[src/hdl/r2y_pkg.sv]
`timescale 1ns / 1ps
// Shared types, constants and colour arithmetic for the RGB to I420 converter.
package r2y_pkg;

	localparam int DIM_W      = 12;
	localparam int CFG_IDX_W  = 2;
	localparam int LADDR_W    = 22;
	localparam int CADDR_W    = 23;
	localparam int CIDX_W     = 20;
	localparam int AREA_W     = 2 * DIM_W;
	localparam int SUM_W      = 26;
	localparam int FRAC_W     = 16;

	localparam int DEF_MAX_WIDTH    = 2048;
	localparam int DEF_MAX_HEIGHT   = 2048;
	localparam int RESET_WIDTH      = 640;
	localparam int RESET_HEIGHT     = 480;
	localparam int MIN_DIM          = 2;

	typedef enum logic [CFG_IDX_W-1:0] {
		REG_FRAME_WIDTH  = 2'd0,
		REG_FRAME_HEIGHT = 2'd1
	} r2y_reg_t;

	// Q16 coefficients
	localparam logic signed [SUM_W-1:0] KY_R = 26'sd19595;
	localparam logic signed [SUM_W-1:0] KY_G = 26'sd38470;
	localparam logic signed [SUM_W-1:0] KY_B = 26'sd7471;
	localparam logic signed [SUM_W-1:0] KU_R = -26'sd11076;
	localparam logic signed [SUM_W-1:0] KU_G = -26'sd21758;
	localparam logic signed [SUM_W-1:0] KU_B = 26'sd32768;
	localparam logic signed [SUM_W-1:0] KV_R = 26'sd32768;
	localparam logic signed [SUM_W-1:0] KV_G = -26'sd27460;
	localparam logic signed [SUM_W-1:0] KV_B = -26'sd5308;
	localparam logic signed [SUM_W-1:0] CHROMA_BIAS = 26'sd8388608;

	typedef struct packed {
		logic [7:0] red_value;
		logic [7:0] green_value;
		logic [7:0] blue_value;
	} r2y_pixel_t;

	typedef struct packed {
		logic [7:0]         luma_value;
		logic [LADDR_W-1:0] luma_address;
		logic               chroma_valid;
		logic [7:0]         u_value;
		logic [7:0]         v_value;
		logic [CADDR_W-1:0] u_address;
		logic [CADDR_W-1:0] v_address;
		logic               end_of_frame;
	} r2y_result_t;

	// Raster position of the pixel being taken in
	typedef struct packed {
		logic [LADDR_W-1:0] pixel_index;
		logic [CIDX_W-1:0]  chroma_index;
		logic               chroma;
		logic               eof;
	} r2y_pos_t;

	function automatic logic [DIM_W-1:0] clamp_dim(input logic [DIM_W-1:0] v, input int max_dim);
		logic [DIM_W-1:0] r;
		r = v;
		if (int'(v) < MIN_DIM)
			r = DIM_W'(MIN_DIM);
		else if (int'(v) > max_dim)
			r = DIM_W'(max_dim);
		return r;
	endfunction

	function automatic logic signed [SUM_W-1:0] ext(input logic [7:0] c);
		return $signed(SUM_W'(c));
	endfunction

	function automatic logic signed [SUM_W-1:0] luma_sum(input r2y_pixel_t p);
		return KY_R * ext(p.red_value) + KY_G * ext(p.green_value)
			+ KY_B * ext(p.blue_value);
	endfunction

	function automatic logic signed [SUM_W-1:0] u_sum(input r2y_pixel_t p);
		return KU_R * ext(p.red_value) + KU_G * ext(p.green_value)
			+ KU_B * ext(p.blue_value) + CHROMA_BIAS;
	endfunction

	function automatic logic signed [SUM_W-1:0] v_sum(input r2y_pixel_t p);
		return KV_R * ext(p.red_value) + KV_G * ext(p.green_value)
			+ KV_B * ext(p.blue_value) + CHROMA_BIAS;
	endfunction

	// Floor to integer, then saturate to a byte
	function automatic logic [7:0] to_byte(input logic signed [SUM_W-1:0] s);
		logic [7:0] r;
		r = s[FRAC_W+7:FRAC_W];
		if (s < 0)
			r = 8'd0;
		else if (s[SUM_W-1:FRAC_W+8] != '0)
			r = 8'hFF;
		return r;
	endfunction

endpackage

[src/hdl/r2y_raster_counter.sv]
`timescale 1ns / 1ps
// Raster position counters: column, row, pixel index and chroma sample index.
module r2y_raster_counter #(
	parameter int MAX_WIDTH  = r2y_pkg::DEF_MAX_WIDTH,
	parameter int MAX_HEIGHT = r2y_pkg::DEF_MAX_HEIGHT
) (
	input  logic                       clk,
	input  logic                       arst_n,
	input  logic                       advance,
	input  logic [r2y_pkg::DIM_W-1:0]  width,
	input  logic [r2y_pkg::DIM_W-1:0]  height,
	output r2y_pkg::r2y_pos_t          pos
);

	localparam int COL_W = (MAX_WIDTH > 2) ? $clog2(MAX_WIDTH) : 1;
	localparam int ROW_W = (MAX_HEIGHT > 2) ? $clog2(MAX_HEIGHT) : 1;
	localparam int CMP_W = r2y_pkg::DIM_W + 1;

	logic [COL_W-1:0]                  col_q;
	logic [ROW_W-1:0]                  row_q;
	logic [r2y_pkg::LADDR_W-1:0]       pix_q;
	logic [r2y_pkg::CIDX_W-1:0]        cidx_q;
	logic                              last_col;
	logic                              last_row;
	logic                              chroma;
	logic                              eof;

	assign last_col = (CMP_W'(col_q) + CMP_W'(1)) >= CMP_W'(width);
	assign last_row = (CMP_W'(row_q) + CMP_W'(1)) >= CMP_W'(height);
	assign chroma   = !col_q[0] && !row_q[0];
	assign eof      = last_col && last_row;

	assign pos.pixel_index  = pix_q;
	assign pos.chroma_index = cidx_q;
	assign pos.chroma       = chroma;
	assign pos.eof          = eof;

	always_ff @(posedge clk or negedge arst_n) begin
		if (!arst_n) begin
			col_q  <= '0;
			row_q  <= '0;
			pix_q  <= '0;
			cidx_q <= '0;
		end else if (advance) begin
			if (eof) begin
				col_q  <= '0;
				row_q  <= '0;
				pix_q  <= '0;
				cidx_q <= '0;
			end else begin
				pix_q <= pix_q + 1'b1;
				if (chroma)
					cidx_q <= cidx_q + 1'b1;
				if (last_col) begin
					col_q <= '0;
					row_q <= row_q + 1'b1;
				end else begin
					col_q <= col_q + 1'b1;
				end
			end
		end
	end

endmodule

[src/hdl/rgb_to_yuv420_planar_converter_core.sv]
`timescale 1ns / 1ps
// A pixel transfer loads the input register, and the result register takes it from there
// when the result side does not stall (input register, then result register).
// Throughput: one pixel per cycle; the input only holds when the result side stalls.
// A dimension write reaches the plane base addresses through the dimension registers, then the base registers.
// Reset clears both valids and the raster counters; frame size returns to 640 by 480
// (clamped to the maximum dimensions).
// Top level of the RGB to planar YUV 4:2:0 converter.
module rgb_to_yuv420_planar_converter_core #(
	parameter int MAX_WIDTH  = r2y_pkg::DEF_MAX_WIDTH,
	parameter int MAX_HEIGHT = r2y_pkg::DEF_MAX_HEIGHT
) (
	input  logic                          clk,
	input  logic                          arst_n,
	input  logic                          pixel_valid,
	output logic                          pixel_stall,
	input  r2y_pkg::r2y_pixel_t           pixel,
	output logic                          result_valid,
	input  logic                          result_stall,
	output r2y_pkg::r2y_result_t          result,
	input  logic                          cfg_write_en,
	input  logic [r2y_pkg::CFG_IDX_W-1:0] cfg_index,
	input  logic [r2y_pkg::DIM_W-1:0]     cfg_data
);

	localparam logic [r2y_pkg::DIM_W-1:0] RST_W =
		r2y_pkg::clamp_dim(r2y_pkg::DIM_W'(r2y_pkg::RESET_WIDTH), MAX_WIDTH);
	localparam logic [r2y_pkg::DIM_W-1:0] RST_H =
		r2y_pkg::clamp_dim(r2y_pkg::DIM_W'(r2y_pkg::RESET_HEIGHT), MAX_HEIGHT);
	localparam logic [r2y_pkg::AREA_W-1:0] RST_AREA =
		r2y_pkg::AREA_W'(RST_W) * r2y_pkg::AREA_W'(RST_H);
	localparam logic [r2y_pkg::CADDR_W-1:0] RST_VBASE =
		r2y_pkg::CADDR_W'(RST_AREA + (RST_AREA >> 2));

	logic [r2y_pkg::DIM_W-1:0]     width_q;
	logic [r2y_pkg::DIM_W-1:0]     height_q;
	logic [r2y_pkg::AREA_W-1:0]    area;
	logic [r2y_pkg::AREA_W-1:0]    area_q;
	logic [r2y_pkg::CADDR_W-1:0]   vbase_q;

	logic                          adv1;
	logic                          adv2;
	logic                          take;
	r2y_pkg::r2y_pos_t             pos;

	logic                          v_s1;
	r2y_pkg::r2y_pixel_t           pix_s1;
	r2y_pkg::r2y_pos_t             pos_s1;

	logic                          result_valid_q;
	r2y_pkg::r2y_result_t          result_q;

	// Configuration: store dimensions already clamped to the supported range
	always_ff @(posedge clk or negedge arst_n) begin
		if (!arst_n) begin
			width_q  <= RST_W;
			height_q <= RST_H;
		end else if (cfg_write_en) begin
			case (cfg_index)
				r2y_pkg::REG_FRAME_WIDTH:  width_q  <= r2y_pkg::clamp_dim(cfg_data, MAX_WIDTH);
				r2y_pkg::REG_FRAME_HEIGHT: height_q <= r2y_pkg::clamp_dim(cfg_data, MAX_HEIGHT);
				default: ;
			endcase
		end
	end

	assign area = r2y_pkg::AREA_W'(width_q) * r2y_pkg::AREA_W'(height_q);

	// Plane bases: U plane after the luma area, V plane a quarter area further on
	always_ff @(posedge clk or negedge arst_n) begin
		if (!arst_n) begin
			area_q  <= RST_AREA;
			vbase_q <= RST_VBASE;
		end else begin
			area_q  <= area;
			vbase_q <= r2y_pkg::CADDR_W'(area + (area >> 2));
		end
	end

	assign adv2        = !result_valid_q || !result_stall;
	assign adv1        = !v_s1 || adv2;
	assign pixel_stall = !adv1;
	assign take        = pixel_valid && adv1;

	r2y_raster_counter #(
		.MAX_WIDTH  (MAX_WIDTH),
		.MAX_HEIGHT (MAX_HEIGHT)
	) u_raster (
		.clk     (clk),
		.arst_n  (arst_n),
		.advance (take),
		.width   (width_q),
		.height  (height_q),
		.pos     (pos)
	);

	always_ff @(posedge clk or negedge arst_n) begin
		if (!arst_n) begin
			v_s1           <= 1'b0;
			result_valid_q <= 1'b0;
		end else begin
			if (adv1)
				v_s1 <= pixel_valid;
			if (adv2)
				result_valid_q <= v_s1;
		end
	end

	// Stage 1: capture the pixel and its raster position
	always_ff @(posedge clk) begin
		if (take) begin
			pix_s1 <= pixel;
			pos_s1 <= pos;
		end
	end

	// Result: colour matrix, floor and saturate, plane addresses; zero chroma when not sampled
	always_ff @(posedge clk) begin
		if (adv2 && v_s1) begin
			result_q.luma_value   <= r2y_pkg::to_byte(r2y_pkg::luma_sum(pix_s1));
			result_q.luma_address <= pos_s1.pixel_index;
			result_q.chroma_valid <= pos_s1.chroma;
			result_q.end_of_frame <= pos_s1.eof;
			if (pos_s1.chroma) begin
				result_q.u_value   <= r2y_pkg::to_byte(r2y_pkg::u_sum(pix_s1));
				result_q.v_value   <= r2y_pkg::to_byte(r2y_pkg::v_sum(pix_s1));
				result_q.u_address <= r2y_pkg::CADDR_W'(area_q +
					r2y_pkg::AREA_W'(pos_s1.chroma_index));
				result_q.v_address <= vbase_q + r2y_pkg::CADDR_W'(pos_s1.chroma_index);
			end else begin
				result_q.u_value   <= '0;
				result_q.v_value   <= '0;
				result_q.u_address <= '0;
				result_q.v_address <= '0;
			end
		end
	end

	assign result_valid = result_valid_q;
	assign result       = result_q;

endmodule

[config.mk]
export PLATFORM = sky130hd
export DESIGN_NAME = rgb_to_yuv420_planar_converter_core
export DESIGN_NICKNAME = d
export VERILOG_FILES = /design/src/hdl/r2y_pkg.sv /design/src/hdl/r2y_raster_counter.sv /design/src/hdl/rgb_to_yuv420_planar_converter_core.sv
export SDC_FILE = /design/constraint.sdc
export NUM_CORES = 2
export LEC_CHECK = 0
export BUFFER_PORTS_ARGS = -buffer_cell sky130_fd_sc_hd__buf_2
export CAP_MARGIN = 20
export CORE_UTILIZATION = 35
export CTS_CLUSTER_DIAMETER = 80
export DETAILED_ROUTE_END_ITERATION = 8
export GPL_ROUTABILITY_DRIVEN = 0
export PLACE_DENSITY = 0.58
export SETUP_SLACK_MARGIN = 0.2
export SLEW_MARGIN = 10
export SYNTH_ARGS = -nofsm -noshare
export SYNTH_HDL_FRONTEND = slang
export SYNTH_SLANG_ARGS = --single-unit
[constraint.sdc]
create_clock -name clk -period 8.4 [get_ports clk]
set_clock_uncertainty 0.1 [all_clocks]
set_input_delay 2.52 -clock clk [delete_from_list [all_inputs] [get_ports clk]]
set_output_delay 2.52 -clock clk [all_outputs]
set_load 0.03 [all_outputs]
; After elaboration in Yosys (flattened, before gate mapping)
; Cells that the tools add are included.
; W data, S select, Z words.
[word_totals]
in_bits = 43
regBits = 298
out_inout_bits = 96
[classes]
bitwise = 1
add_sub_neg = 17
muxes = 12
multipliers = 8
n_reduce_logical = 24
magnitude_cmp = 7
eq_ne = 1
[op_table]
columns = cell, count
row1 = $lt A26 B1 Y1 const B, 3
row2 = $add A24 B25 Y26, 2
row3 = $add A26 B25 Y26 const B, 2
row4 = $add A23 B20 Y23, 2
row5 = $mul A15 B8 Y23 const A, 2
row6 = $mux W11, 4
row7 = $mux W20, 2
row8 = $add A25 B21 Y26, 1
row9 = $add A26 B23 Y26, 1
row10 = $add A26 B24 Y26, 1
row11 = $ge A13 B12 Y1, 2
row12 = $add A23 B24 Y25, 1
row13 = $add A11 B1 Y12 const B, 2
row14 = $mul A12 B12 Y24, 1
row15 = $mul A15 B9 Y24 const A, 1
row16 = $mux W12, 2
row17 = $mux W8, 3
row18 = $add A23 B22 Y23, 1
row19 = $mul A14 B9 Y23 const A, 1
row20 = $add A11 B1 Y11 const B, 2
row21 = $add A22 B1 Y22 const B, 1
row22 = $mul A13 B9 Y22 const A, 1
row23 = $mux W22, 1
row24 = $mul A12 B9 Y21 const A, 1
row25 = other kinds (13), 30

; Logic depth before layout (Yosys ltp)
[depth]
depth_word = 6
mapped_depth = 30
mapped_depth_nobuf = 29

; Modules after synthesis
; From an unflattened synthesis, not the netlist that was laid out.
[hier_totals]
hier_cells = 3464
hier_area_um2 = 34351.7
[by_module_without_submodules]
columns = module, cells_each, seq_area_each_um2, area_each_um2, instances
row1 = rgb_to_yuv420_planar_converter_core, 3012, 6687.7, 30327.8, 1
row2 = r2y_raster_counter, 452, 1601.5, 4023.9, 1

; Worst setup path after synthesis
; OpenSTA, ideal clock, no wires.
[synth_path]
path_kind = in2reg
start = input port result_stall
end = register result_q (netlist bit result[0]), enable pin
required_ps = 7610
arrival_ps = 9305
path_stages = 1
path_buffers = 0
path_slack_ps = -1695
setup_time_ps = 690
path_cell_list = a21boi_0
[synth_via]
elab_chain_cells = 3
[synth_lines]
columns = element, line
row1 = "start, declared", rgb_to_yuv420_planar_converter_core.sv:19  ; input logic result_stall,
row2 = $logic_not A1 Y1, rgb_to_yuv420_planar_converter_core.sv:80  ; assign adv2 = !result_valid_q || !result_stall;
row3 = $logic_or A1 B1 Y1, rgb_to_yuv420_planar_converter_core.sv:80
row4 = $logic_and A1 B1 Y1, rgb_to_yuv420_planar_converter_core.sv:119  ; if (adv2 && v_s1) begin
row5 = "end, declared", rgb_to_yuv420_planar_converter_core.sv:51  ; r2y_pkg::r2y_result_t result_q;
; No other way between the ends.
; A chain may end at the register's enable or synchronous reset.

; Final worst setup path
[layout_path]
start = register pix_s1[13] in the netlist's numbering
end = register result_q (netlist bit result[88]) (data pin)
[layout_via]
elab_chain_cells = 5
elab_cells_between_ends = 6
cone_classes = add/sub (2) / mul (1) / order compare (1) / mux (1) / reduce/logical (1)
[layout_lines]
columns = element, line
row1 = "start, declared", rgb_to_yuv420_planar_converter_core.sv:47  ; r2y_pkg::r2y_pixel_t pix_s1;
row2 = "start signal, assigned", rgb_to_yuv420_planar_converter_core.sv:112  ; pix_s1 <= pixel;
row3 = $mul A15 B8 Y23 (*), r2y_pkg.sv:77  ; return KY_R * ext(p.red_value) + KY_G * ext(p.green_value)
row4 = $add A23 B24 Y25 (*), r2y_pkg.sv:77
row5 = $add A25 B21 Y26 (*), r2y_pkg.sv:78  ; + KY_B * ext(p.blue_value);
row6 = "parallel branches: the longest is 2 deep, another holds $lt A26 B1 Y1", -
; Every way passes the cells marked *.

==> metrics.yaml <==
drv_cap: 0
crit_path_frequent_cell: "fa_1"
start_util_pct: 35.3
syn_area_per_cell_sq_um: 9.87
grt_overflow: 0
finalNetCount: 4583
hold_violations: 0
fin_hold_ws_ps: 318
antenna_found_initial: 6
ys_types: 90
cts_buffers: 41
synth_area_leaders: "fa_1 (21%), ha_1 (20%), edfxtp_1 (14%), dfrtp_1 (8.7%), inv_1 (7.5%)"
viasPerCell: 4.88
worstSetupPathType: "flip-flop to flip-flop"
outcome: "completed"
insertion_delay_ps: 610
clockRootBuffer: "clkbuf_16"
num_io_pins: 139
drt_pre_antenna_iters: 5
antenna_cells: 0
drive_gt1_share_pct: 8.72
fmax_ghz: 0.126
tritoncts: "built"
postRouteAntennaNets: 0
std_cell_rows: 114
synth_nets: 4415
drtIter0Drc: 1153
core_region_area_sq_um: 96700
die_y_microns: 314
totalNegativeSetupSlack_ps: 0
min_period_ps: 7910
synth_flop_cell: "edfxtp_1"
syn_inst: 3458
synth-seq-cells: 298
seq_area_frac_synth_pct: 24.3
end_kind: "flip-flop"
setup_violations: 0
synthTopCellsByCount: "inv_1 (680), ha_1 (551), fa_1 (363), nand2_1 (249), nor2_1 (238)"
cp_data_required_time_ps: 8610
vias: 24100
grt_max_degree: 75
die_area_sq_um: 98800
post_drt_wl_per_cell_microns: 17.3
grt_pass1_vias: 24800
synthesis.area_sq_um: 34100
hpwl_mm: 70.3
grt_setup_unrepaired: "false"
ctsHtreeMaxLevel: 2
synth_top_cell_by_area: "fa_1"
synthArstFlopShare_pct: 45.6
synth.most_common_cell: "inv_1"
cts.path.max_buffers: 3
worstPathArrival_ps: 8130
synth_edf_count: 162
cts.sinks: 298
yosys.area.top_type_share_pct: 21.3
tightest_slew_ps: 918
cts.reportedPaths.clkPinSlew_ps: 50
worst-path-max-fanout: 6
cpPeakStageDelay_ps: 540
wirelength_mm: 85.2
drc: 0
worstSetupStartpointType: "flip-flop"
hold_path.class: "flip-flop to flip-flop"
synthToLayoutAreaGrowth_pct: 11.4
track_usage_pct: 17.7
min_period_over_period_pct: 94.2
io_buffers: 138
die_w_microns: 314
ys_warn_count: 0
drv_slew: 0
relSlewSlack_pct: 38.8
grt_pass1_wl_mm: 136
critPathSlowestCell: "fa_1"
[kinds of logic after synthesis]
logic type | count (synthesis) | synth area share (%)
adders and majority gates | 914 | 41.5
DFF | 298 | 24.3
xor gates and xnor gates | 207 | 5.33
AOI/OAI and AO/OA | 493 | 9.57
buffers and inverters | 728 | 8.01
muxes | 10 | 0.337
and+or+nand+nor | 808 | 11.0
[what timing repair did]
action,4_1_cts,5_1_grt
gates resized for setup,0,1
buffers inserted,0,4
hold buffers,0,0
setup endpoints to repair,0,7
[area by class of cell]
type / count / area (sq um)
Timing Repair Buffer: 172 / 952
Fill cell: 9586 / 58700
Clock buffer: 48 / 1100
Tap cell: 1276 / 1600
Multi-Input combinational cell: 2432 / 23100
Sequential cell: 298 / 8290
Inverter: 681 / 2560
Clock inverter: 28 / 394
[worst max-delay path: cells and delay by family (launching register included)]
family          cells  cell delay (ps)
compound gates     10             2090
xor+xnor            1              200
fa+ha+maj           9             3890
buf+inv             4              190
flops               1              460
simple gates        4              710
[path summary, 6_finish.rpt]
| path | startpoint | to | slack (ps) | cells past startpoint |
|---|---|---|---|---|
| min | pos_s1[43]$_DFFE_PP_ | result[85]$_DFFE_PP_ | 320 | 0 |
| min in group asynchronous | arst_n | u_raster.pix_q[17]$_DFFE_PN0P_ | 1870 | 1 |
| min reg2reg | pos_s1[43]$_DFFE_PP_ | result[85]$_DFFE_PP_ | 320 | 0 |
| max | pix_s1[13]$_DFFE_PP_ | result[88]$_SDFFCE_PP1P_ | 490 | 28 |
| max reg2reg | pix_s1[13]$_DFFE_PP_ | result[88]$_SDFFCE_PP1P_ | 490 | 28 |
| max in group asynchronous | arst_n | vbase_q[9]$_DFF_PN0_ | 5030 | 2 |
[layer usage]
metal / global-route usage (%) / up-vias / share of wire, %
met4: 4.87 / 0 / 2.6
li1: - / 11800 / -
met3: 2.74 / 95 / 4.6
met5: 0 / - / 0
met1: 23.4 / 11800 / 45
met2: 29.9 / 423 / 48
[layout by cell type (no fill, tap or decap), types with 59 or more instances in the layout]
| cell type | n |
|---|---|
| o21ai_0 | 108 |
| nand2_1 | 249 |
| xor2_1 | 102 |
| fa_1 | 363 |
| ha_1 | 551 |
| buf_2 | 137 |
| nor3_1 | 59 |
| inv_1 | 679 |
| edfxtp_1 | 162 |
| nor2_1 | 238 |
| a21oi_1 | 138 |
| xnor2_1 | 104 |
| nand3_1 | 63 |
| dfrtp_1 | 119 |
[per-stage QoR]
stage / setup slack [ps] / instances / instance area, sq um / util, %
floorplan: 772 / 3458 / 34100 / -
global placement: 447 / 4855 / 36500 / 37.7
detailed placement: 390 / 4855 / 36500 / 37.7
CTS: 379 / 4931 / 38000 / 39.3
global route: 211 / 4935 / 38000 / 39.3
finish: 486 / 4935 / 38000 / 39.3
[sequential cells by signal (all words and copies together) (netlist names)]
name	flops
pix_s1	24
pos_s1	44
vbase_q	23
u_raster.col_q	11
result	94
v_s1	1
u_raster.pix_q	22
result_valid	1
width_q	12
height_q	12
area_q	23
u_raster.row_q	11
u_raster.cidx_q	20
Power is not shown: default switching activity piles up to over one toggle a cycle in this logic, so the estimate is an artifact.
